$ cat config.mk
export PLATFORM = sky130hd
export DESIGN_NAME = rsi_point
export DESIGN_NICKNAME = d
export VERILOG_FILES = /design/src/design/rsi_pkg.sv /design/src/design/rsi_point.sv
export SDC_FILE = /design/constraint.sdc
export NUM_CORES = 2
export LEC_CHECK = 0
export BUFFER_PORTS_ARGS = -buffer_cell sky130_fd_sc_hd__buf_2
export CORE_MARGIN = 1
export CORE_UTILIZATION = 35
export CTS_BUF_LIST = sky130_fd_sc_hd__clkbuf_16
export CTS_CLUSTER_SIZE = 12
export DETAILED_ROUTE_END_ITERATION = 7
export SLEW_MARGIN = 15
export SYNTH_ARGS = -nofsm -noshare
export SYNTH_HDL_FRONTEND = slang
export SYNTH_SLANG_ARGS = --single-unit
$ cat constraint.sdc
create_clock -name clock -period 8.45 [get_ports clock]
set_clock_uncertainty 0.05 [all_clocks]
set_input_delay 1.69 -clock clock [delete_from_list [all_inputs] [get_ports clock]]
set_output_delay 1.69 -clock clock [all_outputs]
set_load 0.005 [all_outputs]
$ cat src/design/rsi_pkg.sv
// ----------------------------------------------------------------------------
// rsi_pkg
// Shared types and constants for the ray/segment intersection pipeline.
// ----------------------------------------------------------------------------
package rsi_pkg;

   localparam int FRAC_BITS = 16;
   localparam int TOL_W     = 16;
   localparam int CROSS_W   = 67;

   localparam logic [TOL_W-1:0] TOL_RESET = 16'd1;

   localparam logic [1:0] HIT_NONE  = 2'd0;
   localparam logic [1:0] HIT_TOUCH = 2'd1;
   localparam logic [1:0] HIT_CROSS = 2'd2;

   typedef struct packed {
      logic signed [31:0] ray_origin_x;
      logic signed [31:0] ray_origin_y;
      logic signed [31:0] ray_dir_x;
      logic signed [31:0] ray_dir_y;
      logic signed [31:0] seg_start_x;
      logic signed [31:0] seg_start_y;
      logic signed [31:0] seg_vec_x;
      logic signed [31:0] seg_vec_y;
   } req_type;

   typedef struct packed {
      logic [1:0]         hit_kind;
      logic signed [31:0] point_x;
      logic signed [31:0] point_y;
   } rsp_type;

   typedef struct packed {
      logic signed [31:0] ox;
      logic signed [31:0] oy;
      logic signed [31:0] sx;
      logic signed [31:0] sy;
      logic signed [31:0] vx;
      logic signed [31:0] vy;
   } geo_type;

   typedef struct packed {
      logic signed [CROSS_W-1:0] den;
      logic signed [CROSS_W-1:0] nt;
      logic signed [CROSS_W-1:0] ns;
      logic                      touch;
      geo_type                   geo;
   } xs_type;

   typedef struct packed {
      logic [1:0]         kind;
      logic signed [31:0] ax;
      logic signed [31:0] ay;
      logic signed [31:0] vx;
      logic signed [31:0] vy;
   } side_type;

   typedef struct packed {
      side_type             side;
      logic [CROSS_W-1:0]   rem;
      logic [CROSS_W-1:0]   den;
   } dv_type;

endpackage

$ cat src/design/rsi_point.sv
// ----------------------------------------------------------------------------
// rsi_point
// Scales the edge vector by t, rounds, adds the start point and saturates.
// ----------------------------------------------------------------------------
module rsi_point #(
   parameter int FRAC_BITS = rsi_pkg::FRAC_BITS
) (
   input  logic               clock,
   input  logic               reset,
   input  logic               en,
   input  logic               in_valid,
   input  rsi_pkg::side_type  in_side,
   input  logic [FRAC_BITS:0] in_q,
   output logic               out_valid,
   output rsi_pkg::rsp_type   out_data
);

   localparam int PW = FRAC_BITS + 34;
   localparam logic signed [34:0] SAT_MAX = 35'sd2147483647;
   localparam logic signed [34:0] SAT_MIN = -35'sd2147483648;

   function automatic logic signed [31:0] finish(input logic [1:0] kind,
                                                 input logic signed [31:0] a,
                                                 input logic signed [33:0] off);
      logic signed [34:0] sum;
      logic signed [31:0] sat;
      sum = 35'(a) + 35'(off);
      if (sum > SAT_MAX) begin
         sat = 32'sh7FFFFFFF;
      end else if (sum < SAT_MIN) begin
         sat = 32'sh80000000;
      end else begin
         sat = sum[31:0];
      end
      case (kind)
         rsi_pkg::HIT_CROSS: return sat;
         rsi_pkg::HIT_TOUCH: return a;
         default:            return '0;
      endcase
   endfunction

   logic                 p1_v_ff, p2_v_ff, p3_v_ff, p4_v_ff;
   rsi_pkg::side_type    p1_side_ff, p2_side_ff, p3_side_ff;
   logic signed [PW-1:0] p1_px_ff, p1_py_ff, p1_px_in, p1_py_in;
   logic [PW-1:0]        p2_mx_ff, p2_my_ff;
   logic                 p2_nx_ff, p2_ny_ff;
   logic [PW-1:0]        rx_sum, ry_sum;
   logic signed [33:0]   p3_ox_ff, p3_oy_ff, p3_ox_in, p3_oy_in;
   rsi_pkg::rsp_type     p4_d_ff, p4_d_in;

   always_comb begin
      p1_px_in = $signed({1'b0, in_q}) * in_side.vx;
      p1_py_in = $signed({1'b0, in_q}) * in_side.vy;
   end

   always_comb begin
      rx_sum   = p2_mx_ff + (PW'(1) << (FRAC_BITS - 1));
      ry_sum   = p2_my_ff + (PW'(1) << (FRAC_BITS - 1));
      p3_ox_in = p2_nx_ff ? -34'(rx_sum >> FRAC_BITS) : 34'(rx_sum >> FRAC_BITS);
      p3_oy_in = p2_ny_ff ? -34'(ry_sum >> FRAC_BITS) : 34'(ry_sum >> FRAC_BITS);
   end

   always_comb begin
      p4_d_in.hit_kind = p3_side_ff.kind;
      p4_d_in.point_x  = finish(p3_side_ff.kind, p3_side_ff.ax, p3_ox_ff);
      p4_d_in.point_y  = finish(p3_side_ff.kind, p3_side_ff.ay, p3_oy_ff);
   end

   always_ff @(posedge clock) begin
      if (reset) begin
         p1_v_ff <= 1'b0;
         p2_v_ff <= 1'b0;
         p3_v_ff <= 1'b0;
         p4_v_ff <= 1'b0;
      end else if (en) begin
         p1_v_ff <= in_valid;
         p2_v_ff <= p1_v_ff;
         p3_v_ff <= p2_v_ff;
         p4_v_ff <= p3_v_ff;
      end
   end

   always_ff @(posedge clock) begin
      if (en) begin
         p1_side_ff <= in_side;
         p1_px_ff   <= p1_px_in;
         p1_py_ff   <= p1_py_in;
         p2_side_ff <= p1_side_ff;
         p2_nx_ff   <= p1_px_ff[PW-1];
         p2_ny_ff   <= p1_py_ff[PW-1];
         p2_mx_ff   <= p1_px_ff[PW-1] ? PW'(-p1_px_ff) : PW'(p1_px_ff);
         p2_my_ff   <= p1_py_ff[PW-1] ? PW'(-p1_py_ff) : PW'(p1_py_ff);
         p3_side_ff <= p2_side_ff;
         p3_ox_ff   <= p3_ox_in;
         p3_oy_ff   <= p3_oy_in;
         p4_d_ff    <= p4_d_in;
      end
   end

   assign out_valid = p4_v_ff;
   assign out_data  = p4_d_ff;

endmodule
==> results.yml <==
status:
  status: "finished, final reports clean"
sta:
  drv_slew: 0
  setup_viol: 0
  min_period_ns: 8.169
  final.setup.worst_slack_ns: 0.2814
  rsz0062_at_grt: "false"
  max_freq_mhz: 122.4
  max_slew.worst_pin.slew_ns: 1.085
  slew_headroom_pct: 27.65
  period_share_pct: 96.67
  hold_violations: 0
worst_setup_path:
  crit_required_ns: 8.76
  cpPeakStageDelay_ns: 0.54
  r2r-start: "p3_side_ff[64]"
  cp-start-kind: "input pin"
  end_kind: "flop"
  crit_top_cell: "fa_1"
  reg2reg_slack_ns: 3.23
  critical_path_arrival_ns: 8.48
  r2r-end: "out_data[10]"
  critPathMaxFanout: 21
  slowest_stage: "fa_1"
  critPathKind: "in -> reg"
  reg2regPathDepth: 13
yosys:
  syn_nets: 7779
  synthArstFlopShare_pct: 0
  synth_top_family_by_area: "adder cells"
  yosys_warnings: 0
  synth-seq-cells: 508
  synth-xor-area-share_pct: 4.997
  synth-compound-area-share_pct: 6.907
  syn_area_mm2: 0.06268
  synth-simple-area-share_pct: 14.53
  synth_cell_types: 80
  ys_seq_area_share_pct: 24.27
  synth_edf_count: 504
  yosys_most_used_dff: "edfxtp_1"
  syn_inst: 6274
  synthMuxAreaShare_pct: 0.2475
  syn_avg_cell_area_um2: 9.990
  synth_fa_ha_area_share_pct: 39.53
layout:
  drive_gt1_share_pct: 9.542
  finalNonFillerCells: 8961
  fin_area_mm2: 0.07003
  area_delta_synth_final_pct: 11.73
  fin_nets: 8092
grt:
  grt_overflow: 0
  grt_pass1_vias: 45640
  globalRouteTotalUtil_pct: 17.45
  grt_max_degree: 175
  grt_first_pass_wirelength_um: 250400
  antenna_found_initial: 27
clock_tree:
  cts_tree: "done"
  clk_path_buf_depth: 3
  cts-buffers-inserted: 54
  cts-hold-fix-buffers: 0
  cts_setup_buffers: 0
  cts.sinks: 508
  path_clk_slew_ns: 0.06
  htree_levels: 2
  clk_latency_ns: 0.62
  cts_resized: 0
  root_buffer: "clkbuf_16"
route:
  drt_iter0_markers: 2736
  drtPass1Iterations: 5
  antenna_left: 0
  routed_wl_um: 156100
  wl_per_cell_um: 17.42
  drt-vias-per-instance: 4.798
  drc: 0
  routed-via-count: 43000
placed_design:
  placed_area_mm2: 0.06831
  dp_hpwl_um: 129400
  dpl.cell_count: 8870
  pre_cts_ws_ns: -0.4674
  gp_congestion: 0.8843
  portBuffers: 217
die:
  die_h_um: 425.2
  core_mm2: 0.1771
  start_util_pct: 35.40
  dieArea_mm2: 0.1808
  rows: 154
  die_w_um: 425.2
  ios: 218
flow_run:
  cap_viol_max_count: 0
min_path:
  hold_class: "reg -> reg"
  min_to: "p2_side_ff[78]"
  whs_path_depth: 0
  min-delay-start: "p1_side_ff[78]"
cells in the final DEF, fill, tap and decap left out, drive strengths merged, types with 11 or more instances in the layout:
master  netlist  final
inv        1328   1338
fa         1044   1044
nand2       654    654
and2        646    646
buf          10    515
edfxtp      504    504
ha          310    310
xnor2       278    278
o21ai       171    171
a21oi       165    165
nor2        162    162
a21o         77     77
xor2         77     77
nand3        75     75
clkbuf      249     55
nor3         41     41
o31ai        39     39
and3         37     37
o311ai       33     33
nand2b       31     31
nand4        28     28
or3          28     28
o21bai       24     24
o21a         23     23
nor2b        22     22
a211oi       21     21
nor4         19     19
a31oi        18     18
or2          15     15
or4          15     15
o211ai       13     13
mux2i        11     11
per-layer routing:
| metal | global-route usage (%) | vias to the layer above | wire length (um) |
|---|---|---|---|
| li1 | - | 20100 | - |
| met3 | 2.383 | 226 | 8351 |
| met4 | 4.526 | 10 | 3810 |
| met2 | 29.32 | 1075 | 74040 |
| met5 | 0 | - | 69 |
| met1 | 23.59 | 21590 | 69790 |
synthesized netlist by cell type (75+ instances only):
library cell / n / area (um^2)
edfxtp_1: 504 / 15130
nand3_1: 75 / 375.4
a21oi_1: 165 / 825.8
nand2_1: 654 / 2455
xor2_1: 77 / 674.4
ha_1: 310 / 3879
o21ai_0: 170 / 850.8
inv_1: 1328 / 4985
a21o_1: 77 / 578.1
clkbuf_1: 248 / 930.9
fa_1: 1044 / 20900
nor2_1: 162 / 608.1
and2_1: 646 / 4041
xnor2_1: 278 / 2435
stage by stage:
| stage | TNS [ns] | hold WS [ns] | utilization (%) |
|---|---|---|---|
| 4_1_cts | 0 | 0.3611 | 39.52 |
| 5_1_grt | 0 | 0.3575 | 39.55 |
| 3_3_place_gp | -2.102 | 0.3542 | 38.58 |
| 3_5_place_dp | -3.241 | 0.3545 | 38.58 |
| 2_1_floorplan | 0 | 0.3503 | - |
| 6_report | 0 | 0.3602 | 39.55 |
worst max-delay path by stage:
stage,from,endpoint,slack [ns],depth (start not counted)
2_1_floorplan,in_q[9],p1_py_ff[47],0.11,24
3_3_place_gp,in_q[5],p1_px_ff[46],-0.36,28
3_5_place_dp,in_q[5],p1_px_ff[46],-0.47,28
4_1_cts,in_q[5],p1_px_ff[46],0.23,28
5_1_grt,in_q[10],p1_py_ff[49],0.006,27
6_report,in_q[5],p1_px_ff[46],0.28,28
critical path, delay by kind of cell:
| family | cells | cell delay, ns |
|---|---|---|
| simple gates | 4 | 0.81 |
| buf+inv | 9 | 1.11 |
| compound gates | 7 | 1.43 |
| fa+ha+maj | 7 | 3.28 |
| xor+xnor | 1 | 0.08 |
flip-flops by register name (all words and copies together), names as in the netlist:
register,cells
out_data,66
out_valid,1
p1_px_ff,50
p1_py_ff,50
p1_side_ff,66
p1_v_ff,1
p2_mx_ff,35
p2_my_ff,35
p2_nx_ff,1
p2_ny_ff,1
p2_side_ff,66
p2_v_ff,1
p3_ox_ff,34
p3_oy_ff,34
p3_side_ff,66
p3_v_ff,1
cell families (layout without fill, tap and decap cells):
logic type,after synthesis,count (layout)
compound gates,669,669
simple gates,1784,1784
flops,508,508
buf+inv,1588,1927
xor+xnor,356,356
mux,15,15
fa+ha+maj,1354,1354
other cells,0,8
layout make-up:
class,count,area [um^2]
Fill cell,17220,107000
Clock buffer,54,1351
Sequential cell,508,15210
Antenna cell,8,20.02
Inverter,1329,4989
Multi-Input combinational cell,4178,41530
Clock inverter,28,320.3
Tap cell,2340,2928
Timing Repair Buffer,516,3676
Power is left out: the tool's default activity adds up to more than one toggle a clock period on the data nets, which glitch-free logic cannot reach.
