[config.mk]
export PLATFORM = sky130hd
export DESIGN_NAME = rsi_classify
export DESIGN_NICKNAME = d
export VERILOG_FILES = /design/src/design/rsi_pkg.sv /design/src/design/rsi_classify.sv
export SDC_FILE = /design/constraint.sdc
export NUM_CORES = 1
export LEC_CHECK = 0
export BUFFER_PORTS_ARGS = -buffer_cell sky130_fd_sc_hd__buf_4
export CORE_UTILIZATION = 30
export CTS_CLUSTER_SIZE = 10
export DETAILED_ROUTE_END_ITERATION = 10
export SLEW_MARGIN = 30
export SYNTH_ARGS = -nofsm -noshare
export SYNTH_HDL_FRONTEND = slang
export SYNTH_SLANG_ARGS = --single-unit
[constraint.sdc]
create_clock -name clock -period 3.3 [get_ports clock]
set_input_delay 0.33 -clock clock [delete_from_list [all_inputs] [get_ports clock]]
set_output_delay 0.33 -clock clock [all_outputs]
set_load 0.02 [all_outputs]
[src/design/rsi_pkg.sv]
// ----------------------------------------------------------------------------
// rsi_pkg
// Shared types and constants for the ray/segment intersection pipeline.
// ----------------------------------------------------------------------------
package rsi_pkg;

   localparam int FRAC_BITS = 16;
   localparam int TOL_W     = 16;
   localparam int CROSS_W   = 67;

   localparam logic [TOL_W-1:0] TOL_RESET = 16'd1;

   localparam logic [1:0] HIT_NONE  = 2'd0;
   localparam logic [1:0] HIT_TOUCH = 2'd1;
   localparam logic [1:0] HIT_CROSS = 2'd2;

   typedef struct packed {
      logic signed [31:0] ray_origin_x;
      logic signed [31:0] ray_origin_y;
      logic signed [31:0] ray_dir_x;
      logic signed [31:0] ray_dir_y;
      logic signed [31:0] seg_start_x;
      logic signed [31:0] seg_start_y;
      logic signed [31:0] seg_vec_x;
      logic signed [31:0] seg_vec_y;
   } req_type;

   typedef struct packed {
      logic [1:0]         hit_kind;
      logic signed [31:0] point_x;
      logic signed [31:0] point_y;
   } rsp_type;

   typedef struct packed {
      logic signed [31:0] ox;
      logic signed [31:0] oy;
      logic signed [31:0] sx;
      logic signed [31:0] sy;
      logic signed [31:0] vx;
      logic signed [31:0] vy;
   } geo_type;

   typedef struct packed {
      logic signed [CROSS_W-1:0] den;
      logic signed [CROSS_W-1:0] nt;
      logic signed [CROSS_W-1:0] ns;
      logic                      touch;
      geo_type                   geo;
   } xs_type;

   typedef struct packed {
      logic [1:0]         kind;
      logic signed [31:0] ax;
      logic signed [31:0] ay;
      logic signed [31:0] vx;
      logic signed [31:0] vy;
   } side_type;

   typedef struct packed {
      side_type             side;
      logic [CROSS_W-1:0]   rem;
      logic [CROSS_W-1:0]   den;
   } dv_type;

endpackage

[src/design/rsi_classify.sv]
// ----------------------------------------------------------------------------
// rsi_classify
// Sign normalization, parallel and range tests, two stages.
// ----------------------------------------------------------------------------
module rsi_classify #(
   parameter int FRAC_BITS = rsi_pkg::FRAC_BITS
) (
   input  logic                      clock,
   input  logic                      reset,
   input  logic                      en,
   input  logic                      in_valid,
   input  rsi_pkg::xs_type           in_data,
   input  logic [rsi_pkg::TOL_W-1:0] tol,
   output logic                      out_valid,
   output rsi_pkg::dv_type           out_data
);

   localparam int CW = rsi_pkg::CROSS_W;

   logic                 a_v_ff;
   logic signed [CW-1:0] a_den_ff, a_nt_ff, a_ns_ff, a_ntabs_ff;
   logic signed [CW-1:0] a_den_in, a_nt_in, a_ns_in, a_ntabs_in;
   logic                 a_touch_ff;
   rsi_pkg::geo_type     a_geo_ff;

   logic                 b_v_ff;
   rsi_pkg::dv_type      b_d_ff, b_d_in;
   logic signed [CW-1:0] thr;
   logic                 par, nz_nt, hit;

   always_comb begin
      a_den_in   = in_data.den[CW-1] ? -in_data.den : in_data.den;
      a_nt_in    = in_data.den[CW-1] ? -in_data.nt  : in_data.nt;
      a_ns_in    = in_data.den[CW-1] ? -in_data.ns  : in_data.ns;
      a_ntabs_in = in_data.nt[CW-1]  ? -in_data.nt  : in_data.nt;
   end

   always_comb begin
      thr   = CW'(tol) << FRAC_BITS;
      par   = a_den_ff <= thr;
      nz_nt = a_ntabs_ff <= thr;
      hit   = !a_ns_ff[CW-1] && !a_nt_ff[CW-1] && !(a_den_ff < a_nt_ff);
      if (par) begin
         b_d_in.side.kind = (nz_nt && a_touch_ff) ? rsi_pkg::HIT_TOUCH : rsi_pkg::HIT_NONE;
      end else begin
         b_d_in.side.kind = hit ? rsi_pkg::HIT_CROSS : rsi_pkg::HIT_NONE;
      end
      b_d_in.side.ax = (b_d_in.side.kind == rsi_pkg::HIT_TOUCH) ? a_geo_ff.ox : a_geo_ff.sx;
      b_d_in.side.ay = (b_d_in.side.kind == rsi_pkg::HIT_TOUCH) ? a_geo_ff.oy : a_geo_ff.sy;
      b_d_in.side.vx = a_geo_ff.vx;
      b_d_in.side.vy = a_geo_ff.vy;
      b_d_in.rem     = a_nt_ff;
      b_d_in.den     = a_den_ff;
   end

   always_ff @(posedge clock) begin
      if (reset) begin
         a_v_ff <= 1'b0;
         b_v_ff <= 1'b0;
      end else if (en) begin
         a_v_ff <= in_valid;
         b_v_ff <= a_v_ff;
      end
   end

   always_ff @(posedge clock) begin
      if (en) begin
         a_den_ff   <= a_den_in;
         a_nt_ff    <= a_nt_in;
         a_ns_ff    <= a_ns_in;
         a_ntabs_ff <= a_ntabs_in;
         a_touch_ff <= in_data.touch;
         a_geo_ff   <= in_data.geo;
         b_d_ff     <= b_d_in;
      end
   end

   assign out_valid = b_v_ff;
   assign out_data  = b_d_ff;

endmodule

==> reports/qor.csv, run 1 <==
metric,value,unit
crit_path_start_kind,primary input,
netlist.top_cell.by_area,edfxtp_1,
power.total,21300,uW
vias,18795,
power_density,533,nW/um^2
holdPathStages,2,
sw_frac_of_total,24.1,%
avgRoutedWirePerCell,21.1,microns
final_max_slew_viol_count,0,
criticalPathCategory,in -> reg,
start_util,30.3,%
final_area,39900,sq um
ys.warnings.count,0,
ir_worst_vdd,301,uV
worstMarginPinSlew,0.922,ns
place.port_buffers,678,
synth_edf_count,658,
insertion_delay,0.62,ns
ant_nets,0,
cts-root-buf,clkbuf_16,
cts_sinks,660,
min_to,a_den_ff[13]$_DFFE_PP_,
crit_path_cell_trace,dlygate4sd3_1 -> buf_4 -> or4_1 -> nor2_1 -> nand4_1 -> buf_4 -> or4_4 -> or3_4 -> o31ai_1 -> xnor2_1,
syn_inst,1717,
combPwrFrac,13.6,%
slew_headroom,38.5,%
worst_path_max_delay_cell,dlygate4sd3_1,
r2r-start,a_den_ff[18]$_DFFE_PP_,
ys_types,49,
final-hold-violation-count,0,
fmax,310,MHz
antenna_found_initial,15,
grt_pass1_wl,119000,microns
post-place-ws,-0.497,ns
synthTopCellsByArea,"edfxtp_1 73%, xnor2_1 6.2%, ha_1 4.6%",
routed_wirelength,85200,microns
worst-path-buf-inv,3,
worstPathRequired,3.66,ns
num_rows,110,
crit_family,simple AND/OR/NAND/NOR gates,
critPathMaxStageDelay,0.61,ns
area_growth,46.3,%
drt_iter0_drc,1280,
cts_buffers,80,
die-width,303,microns
async_flop_share,0,%
min_period,3.23,ns
cts_tree,built,
ys_ff_latch,660,
power_frac_seq,49.3,%
min_period_over_period,97.8,%
cts_buffer_depth,3,
skew,0.0275,ns
min_from,in_data[340],
grt_usage,17.6,%
place_congestion,0.850,
core,90000,sq um
worst-r2r-cell-count,11,
grt-ovfl-total,0,
rrSetupSlack,0.11,ns
synth_ff_type,edfxtp_1,
dieArea,92000,sq um
layout-drive-gt1-share,34.7,%
worstPathMaxFanout,8,
p_sw,5120,uW
ios,679,
pwr-share-clk,37.2,%
drc_errors,0,
crit_arrival,3.58,ns
cpMostUsedCell,buf_4,
via_per_inst,4.66,
dp_hpwl,63600,microns
syn_nets,2231,
avgSynthCellArea,15.9,sq um
cap_violations,0,
intPower,16100,uW
hp-class,in -> reg,
end_kind,flip-flop,
outcome,completed,
nNetsFinal,3331,
cts.clk_slew.worst_paths,0.05,ns
setup_viol,0,
first_pass_iters,5,
placed_area,34700,sq um
r2r-end,out_data[222]$_DFFE_PP_,
grt_pass1_vias,19179,
yosysSeqAreaShare,72.7,%
synth_top_area_share,72.5,%
dieHeight,303,microns
layout_setup_ws,0.0715,ns
p_leak,0.0156,uW
syn_area,27200,sq um
cts.htree.levels,3,
rsz0062_at_grt,no,
grt_max_degree,85,
layout make-up:
cell class / instances / area (sq um)
repair buffers: 1067 / 8950
multi-input cells: 918 / 7010
clock inverters: 18 / 183
flip-flops and latches: 660 / 19800
well taps: 1176 / 1470
fillers: 7958 / 50200
clock buffers: 98 / 2090
inverters: 90 / 338
diodes: 5 / 12.5
state kept, by name (all words and copies together), names as in the netlist:
register and count:
a_ns_ff 1, a_nt_ff 67, a_v_ff 1, out_valid 1
a_den_ff 67, out_data 264, a_geo_ff 192, a_touch_ff 1
a_ntabs_ff 66
cells in the mapped netlist, drive strengths merged, types with 3 or more instances:
cell type	n
nand3	24
nand2b	10
inv	90
a21oi	36
o31ai	45
nor4	48
buf	7
xnor2	194
ha	100
o21ai	57
or3	38
edfxtp	658
and4	6
or2	8
nand4	30
mux2	65
o41ai	13
nand2	126
or4	26
nor2	18
a21o	16
a221oi	3
nor3	22
a211oi	4
nor4b	5
clkbuf	43
nand4b	4
power by group through the flow:
stage | Clock, uW | Sequential [uW] | Combinational (uW)
6_report | 7900 | 10500 | 2880
4_1_cts | 8120 | 10500 | 2900
3_3_place_gp | 0 | 10600 | 2530
3_5_place_dp | 0 | 10700 | 2590
2_1_floorplan | 0 | 10800 | 810
5_1_grt | 8410 | 10500 | 3120
metal layers:
layer,track usage (%),share of wire [%],vias to the layer above
met1,20.5,39,9140
met4,6.73,3.5,24
met3,5.35,8.2,158
met5,0,0.20,-
met2,30.4,49,714
li1,-,-,8759
logic make-up (layout without fill, tap and decap cells):
| kind of cell | after synthesis | count (layout) | synth area share [%] |
|---|---|---|---|
| DFF | 660 | 660 | 72.7 |
| and+or+nand+nor | 373 | 374 | 7.42 |
| xor gates and xnor gates | 194 | 194 | 6.24 |
| AOI/OAI and AO/OA | 183 | 183 | 4.36 |
| buffers and inverters | 140 | 1273 | 1.96 |
| adders and majority gates | 100 | 100 | 4.59 |
| muxes | 67 | 67 | 2.76 |
| other | 0 | 5 | 0 |
worst max path at each step:
| stage | to | depth (start not counted) | start | slack (ns) |
|---|---|---|---|---|
| after global placement | out_data[255]$_DFFE_PP_ | 12 | tol[2] | -0.53 |
| after global routing | a_ntabs_ff[60]$_DFFE_PP_ | 10 | in_data[265] | 0.001 |
| after detailed placement | out_data[222]$_DFFE_PP_ | 12 | tol[2] | -0.50 |
| final | a_den_ff[54]$_DFFE_PP_ | 10 | in_data[353] | 0.07 |
| after CTS | out_data[222]$_DFFE_PP_ | 10 | a_den_ff[18]$_DFFE_PP_ | 0.01 |
| after floorplan | out_data[198]$_DFFE_PP_ | 10 | a_den_ff[18]$_DFFE_PP_ | 0.05 |
cell usage in the layout, fill, tap and decap left out, types with 30 or more instances in the layout:
| cell type | n |
|---|---|
| buf_4 | 783 |
| edfxtp_1 | 658 |
| dlygate4sd3_1 | 261 |
| xnor2_1 | 194 |
| nand2_1 | 125 |
| ha_1 | 98 |
| inv_1 | 90 |
| clkbuf_16 | 82 |
| mux2_2 | 65 |
| o21ai_0 | 56 |
| nor4_1 | 45 |
| o31ai_1 | 44 |
| a21oi_1 | 36 |
| or3_1 | 36 |
| nand4_1 | 30 |
repair_timing:
| item | 4_1_cts | 5_1_grt |
|---|---|---|
| setup buffers | 4 | 1 |
| hold buffers | 261 | 0 |
| pin swaps | 4 | 2 |
| resized for setup | 17 | 6 |
| setup endpoints to repair | 66 | 76 |
| gates cloned | 3 | 2 |
| hold endpoints to repair | 265 | 0 |
metrics by stage:
| step | util (%) | TNS, ns | hold WS (ns) | cells |
|---|---|---|---|---|
| after floorplan | - | 0 | 0.400 | 1717 |
| after global placement | 38.5 | -36.01 | 0.400 | 3641 |
| after detailed placement | 38.5 | -33.28 | 0.405 | 3641 |
| after CTS | 44.2 | 0 | 0.00000644 | 4024 |
| after global routing | 44.3 | 0 | 0.0250 | 4027 |
| final | 44.3 | 0 | 0.0545 | 4032 |
No activity file was read; power rests on OpenSTA's default activity.
==> run 2: changes to the inputs <==
--- a/config.mk
+++ b/config.mk
@@ -6,9 +6,11 @@
 export NUM_CORES = 1
 export LEC_CHECK = 0
 export BUFFER_PORTS_ARGS = -buffer_cell sky130_fd_sc_hd__buf_4
-export CORE_UTILIZATION = 30
+export CORE_AREA = 2 2 264 266
 export CTS_CLUSTER_SIZE = 10
 export DETAILED_ROUTE_END_ITERATION = 10
+export DIE_AREA = 0 0 266 268
+export PLACE_DENSITY = 0.65
 export SLEW_MARGIN = 30
 export SYNTH_ARGS = -nofsm -noshare
 export SYNTH_HDL_FRONTEND = slang
==> run 2 against run 1 <==
- sequential share of layout area rose by 1.2 points
- count of clock-buffer cells in the layout decreased by 9
- non-clock buffer count shrank 51
- largest cell class unchanged
- largest power group unchanged
==> reports/qor.csv, run 2 (synthesis results as in run 1) <==
metric,value,unit,change
crit_arrival,3.59,ns,about the same
setup_viol,0,,unchanged
crit_family,simple AND/OR/NAND/NOR gates,,
cts_tree,built,,
place_congestion,0.882,,+3.8%
drt_iter0_drc,1830,,+43%
worst-r2r-cell-count,11,,unchanged
worstPathRequired,3.66,ns,about the same
p_leak,0.0153,uW,-1.9%
num_rows,96,,-13%
power.total,21000,uW,-1.4%
first_pass_iters,5,,unchanged
crit_path_cell_trace,ha_4 -> or4b_4 -> nor4_4 -> nand4_1 -> buf_6 -> a2111oi_4 -> a21o_1 -> nand2_8 -> buf_12 -> buf_12 -> mux2_2,,
cts-root-buf,clkbuf_16,,
nNetsFinal,3277,,-1.6%
holdPathStages,2,,unchanged
hp-class,in -> reg,,
drc_errors,0,,unchanged
fin_setup_tns,0,ns,unchanged
area_growth,42.8,%,
cts_buffers,78,,-2.5%
cts.htree.levels,3,,unchanged
outcome,completed,,
final_max_slew_viol_count,0,,unchanged
end_kind,flip-flop,,
worstMarginPinSlew,0.773,ns,-0.150 ns
final-hold-violation-count,0,,unchanged
start_util,39.9,%,+9.7 points
cpMostUsedCell,buf_12,,
antenna_found_initial,5,,-10
min_period,3.23,ns,+0.00448 ns
fmax,309,MHz,-0.14%
dieArea,71300,sq um,-23%
grt-ovfl-total,0,,unchanged
largest_register_ffs,264,,unchanged
ir_worst_vdd,337,uV,+12%
min_period_over_period,98.0,%,+0.14 points
dp_hpwl,62500,microns,-1.8%
rsz0062_at_grt,yes,,
cts.clk_slew.worst_paths,0.05,ns,about the same
post-route-util,57.0,%,+13 points
crit_path_start_kind,flip-flop,,
dieHeight,268,microns,-12%
layout-drive-gt1-share,33.8,%,-0.85 points
worst-path-buf-inv,3,,unchanged
avgRoutedWirePerCell,23.4,microns,+11%
critPathMaxStageDelay,0.47,ns,-0.14 ns
slew_headroom,48.5,%,+10 points
skew,0.0396,ns,+0.0122 ns
mostFrequentLayoutCells,"750 x buf_4, 658 x edfxtp_1, 248 x dlygate4sd3_1",,
grt_max_degree,92,,+8.2%
insertion_delay,0.62,ns,about the same
grt_pass1_vias,19565,,+2.0%
vias,19028,,+1.2%
criticalPathCategory,reg -> reg,,
final_common_cell,buf_4,,
path_depth,11,,+1
power_density,539,nW/um^2,+0.98%
ios,679,,unchanged
grt_usage,23.5,%,+5.8 points
grt_pass1_wl,123000,microns,+3.6%
cap_violations,0,,unchanged
cts_buffer_depth,3,,unchanged
cts_sinks,660,,unchanged
worstPathMaxFanout,8,,unchanged
via_per_inst,5.18,,+11%
worst_path_max_delay_cell,or4b_4,,
die-width,266,microns,-12%
core,68200,sq um,-24%
routed_wirelength,85800,microns,+0.71%
place.port_buffers,678,,unchanged
ant_nets,0,,unchanged
==> run 2: cell types whose count changed in the layout (fill, tap and decap cells not counted), sizes merged <==
cell and delta:
bufbuf +1, clkbuf -9, inv -2, buf -39
nand2 -1, diode -2, bufinv -2, dlygate4sd3 -13
clkinv +1
==> run 2: what timing repair did <==
action / CTS / global route
hold endpoints to repair: 251 / 0
pin swaps: 5 / 1
gates resized for setup: 10 / 11
setup buffers: 6 / 4
cloned: 3 / 1
hold buffers: 248 / 0
endpoints found under the setup margin: 64 / 78
==> run 2: per-layer routing <==
| layer | share of wire [%] | routed length, microns | global-route usage (%) | up-vias |
|---|---|---|---|---|
| li1 | - | - | - | 8626 |
| met1 | 37 | 31500 | 27.3 | 9312 |
| met2 | 51 | 43800 | 41.5 | 909 |
| met3 | 7.8 | 6710 | 4.96 | 175 |
| met4 | 4.4 | 3770 | 10.9 | 6 |
| met5 | 0.051 | 44 | 0 | - |
==> run 2: final cells by class <==
class                           count  area (sq um)
Tap cell                          882          1100
Fill cell                        5303         29300
Multi-Input combinational cell    917          7010
Clock buffer                       89          1990
Antenna cell                        3          7.51
Timing Repair Buffer             1016          8470
Inverter                           90           338
Clock inverter                     15           189
Sequential cell                   660         19800
==> run 2: worst register-to-register path: cells and delay by family, from the launching register on <==
kind,cells,cell delay (ns)
compound gates,2,0.61
fa+ha+maj,1,0.29
buf+inv,3,0.47
flops,1,0.43
mux,1,0.29
simple gates,4,0.88
==> run 2: metrics by stage <==
step | cells | hold slack (ns) | setup WS, ns | instance area, sq um
after floorplan | 1717 | 0.400 | 0.0487 | 27200
after global placement | 3304 | 0.400 | -0.186 | 33900
after detailed placement | 3304 | 0.405 | -0.199 | 33900
after CTS | 3665 | 0.000241 | 0.0269 | 38800
after global routing | 3671 | 0.0231 | -0.0316 | 38900
final | 3672 | 0.0399 | 0.0671 | 38900
==> run 2: worst paths after layout <==
kind / from / end / slack, ns
min: in_data[284] / a_ntabs_ff[24]$_DFFE_PP_ / 0.04
max reg2reg: a_den_ff[18]$_DFFE_PP_ / out_data[223]$_DFFE_PP_ / 0.07
max: a_den_ff[18]$_DFFE_PP_ / out_data[223]$_DFFE_PP_ / 0.07
min reg2reg: a_geo_ff[61]$_DFFE_PP_ / out_data[195]$_DFFE_PP_ / 0.40
==> run 2: power breakdown <==
part / leakage (uW) / internal (uW) / total [uW] / switching [uW]
Clock: 0.00105 / 4300 / 7630 / 3340
Combinational: 0.00780 / 1370 / 2840 / 1460
Sequential: 0.00646 / 10100 / 10500 / 364
Total: 0.0153 / 15800 / 21000 / 5170
==> run 3: changes to the inputs <==
--- a/config.mk
+++ b/config.mk
@@ -10,7 +10,7 @@
 export CTS_CLUSTER_SIZE = 10
 export DETAILED_ROUTE_END_ITERATION = 10
 export DIE_AREA = 0 0 266 268
-export PLACE_DENSITY = 0.65
+export PLACE_DENSITY_LB_ADDON = 0.05
 export SLEW_MARGIN = 30
 export SYNTH_ARGS = -nofsm -noshare
 export SYNTH_HDL_FRONTEND = slang
==> run 3 against run 2 <==
- count of clock-buffer cells in the layout up 7
- global-route usage is 0.37 points lower
- flip-flop and latch count did not move
- setup slack better by 0.036 ns
- largest power group unchanged
- via count is 3.3% lower
- final cell count increased by 0.79%
- critical path type unchanged
- combinational power is essentially flat
- sequential power about the same
- clock power up 3.0%
==> reports/qor.csv, run 3 (synthesis results as in run 1) <==
metric,value,unit,change
outcome,completed,,
first_pass_iters,5,,unchanged
start_util,39.9,%,unchanged
met3_usage,7.67,%,+2.7 points
num_rows,96,,unchanged
mostFrequentLayoutCells,"773 x buf_4, 658 x edfxtp_1, 231 x dlygate4sd3_1",,
nNetsFinal,3286,,+0.27%
cts.htree.levels,3,,unchanged
use_met1,26.8,%,-0.46 points
post-place-ws,-0.313,ns,-0.114 ns
cts_sinks,660,,unchanged
grt_pass1_wl,120000,microns,-2.5%
final_common_cell,buf_4,,
crit_path_start_kind,flip-flop,,
cp-startpoint,a_den_ff[18]$_DFFE_PP_,,
post-route-util,57.3,%,+0.29 points
min_period_over_period,96.9,%,-1.1 points
cap_violations,0,,unchanged
largest_register_ffs,264,,unchanged
place_congestion,0.853,,-3.3%
skew,0.0296,ns,-0.00996 ns
grt_usage,23.1,%,-0.37 points
end_kind,flip-flop,,
critPathCapture,out_data[215]$_DFFE_PP_,,
power_frac_seq,49.4,%,-0.6 points
ir_worst_vdd,362,uV,+7.5%
pwr-share-clk,37.2,%,+0.8 points
worstMarginPinSlew,0.787,ns,+0.0139 ns
power_density,541,nW/um^2,+0.41%
ant_nets,0,,unchanged
rrSetupSlack,0.10,ns,+0.04 ns
cts_buffer_depth,3,,unchanged
cts_tree,built,,
combPwrFrac,13.5,%,about the same
r2r-end,out_data[215]$_DFFE_PP_,,
sw_frac_of_total,24.2,%,-0.43 points
r2r-start,a_den_ff[18]$_DFFE_PP_,,
drc_errors,0,,unchanged
dp_hpwl,63800,microns,+2.1%
fin_setup_tns,0,ns,unchanged
criticalPathCategory,reg -> reg,,
dieHeight,268,microns,unchanged
routed_wirelength,84500,microns,-1.6%
hp-class,in -> reg,,
setup_viol,0,,unchanged
worst-r2r-cell-count,10,,-1
core,68200,sq um,unchanged
use_met2,39.5,%,-2.1 points
via_per_inst,4.97,,-4.0%
ios,679,,unchanged
rsz0062_at_grt,yes,,
p_leak,0.0154,uW,+0.81%
area_growth,43.6,%,
crit_arrival,3.56,ns,-0.03 ns
vias,18407,,-3.3%
final-hold-violation-count,0,,unchanged
fmax,313,MHz,+1.1%
busiest_layer,met2,,
drt_iter0_drc,1416,,-23%
layout-drive-gt1-share,34.7,%,+0.85 points
avgRoutedWirePerCell,22.8,microns,-2.3%
dieArea,71300,sq um,unchanged
layout_setup_ws,0.103,ns,+0.0359 ns
worstPathRequired,3.66,ns,about the same
grt_max_degree,99,,+7.6%
slew_headroom,47.6,%,-0.93 points
final_max_slew_viol_count,0,,unchanged
antenna_found_initial,19,,+14
p_sw,5120,uW,-0.85%
die-width,266,microns,unchanged
cts_buffers,78,,unchanged
cts-root-buf,clkbuf_16,,
grt_pass1_vias,19025,,-2.8%
intPower,16000,uW,+1.5%
worstPathMaxFanout,8,,unchanged
min_period,3.20,ns,-0.0359 ns
cts.clk_slew.worst_paths,0.06,ns,about the same
grt-ovfl-total,0,,unchanged
nFillCells,5583,,+5.3%
place.port_buffers,678,,unchanged
insertion_delay,0.63,ns,about the same
## run 3: how the worst min path moves through the flow
stage,startpoint,end,slack (ns),depth (start not counted)
3_3_place_gp,a_geo_ff[30]$_DFFE_PP_,out_data[164]$_DFFE_PP_,0.40,0
6_report,in_data[330],a_den_ff[3]$_DFFE_PP_,0.03,2
2_1_floorplan,a_geo_ff[0]$_DFFE_PP_,out_data[134]$_DFFE_PP_,0.40,0
4_1_cts,in_data[330],a_den_ff[3]$_DFFE_PP_,0.0009,2
5_1_grt,in_data[330],a_den_ff[3]$_DFFE_PP_,0.007,2
3_5_place_dp,a_geo_ff[0]$_DFFE_PP_,out_data[134]$_DFFE_PP_,0.40,0
## run 3: metal layers
metal / wire length, microns / vias up
met5: 11 / -
met4: 2980 / 2
met3: 7190 / 149
met2: 41900 / 631
met1: 32400 / 8980
li1: - / 8645
## run 3: power by group through the flow
stage          clock network (uW)  registers [uW]  logic [uW]
3_3_place_gp                    0           10600        2510
5_1_grt                      8370           10500        3080
2_1_floorplan                   0           10800         810
3_5_place_dp                    0           10600        2570
6_report                     7860           10400        2850
4_1_cts                      8050           10500        2870
## run 3: area by class of cell
cell class | count | area (sq um) | share of cell area, %
Antenna cell | 17 | 42.5 | 0.109
Multi-Input combinational cell | 917 | 6990 | 17.9
Clock buffer | 96 | 2040 | 5.22
Inverter | 90 | 338 | 0.864
Tap cell | 882 | 1100 | 2.82
Timing Repair Buffer | 1025 | 8580 | 21.9
Clock inverter | 14 | 221 | 0.566
Sequential cell | 660 | 19800 | 50.6
## run 3: metrics by stage
| stage | instances | power, uW | cell area, sq um | hold WS [ns] |
|---|---|---|---|---|
| after global routing | 3699 | 22000 | 39100 | 0.00671 |
| after floorplan | 1717 | 11600 | 27200 | 0.400 |
| after global placement | 3331 | 13100 | 34200 | 0.400 |
| final | 3701 | 21200 | 39100 | 0.0280 |
| after detailed placement | 3331 | 13200 | 34200 | 0.405 |
| after CTS | 3679 | 21400 | 39000 | 0.000875 |
## run 3: worst max-delay path: stages, from the launching register on
cell and delay, ns:
edfxtp_1 0.44, ha_4 0.30, or4b_4 0.47, nor4_4 0.16
nand4_1 0.24, a2111oi_2 0.35, a21o_1 0.26, nand2_8 0.10
buf_12 0.17, clkbuf_16 0.17, mux2_2 0.26
## run 3: what timing repair did
| action | CTS | global route |
|---|---|---|
| pin swaps | 4 | 0 |
| cloned | 4 | 2 |
| resized for setup | 15 | 5 |
| setup buffers | 4 | 3 |
| endpoints found under the setup margin | 65 | 54 |
| endpoints found under the hold margin | 232 | 0 |
| hold buffers | 231 | 0 |
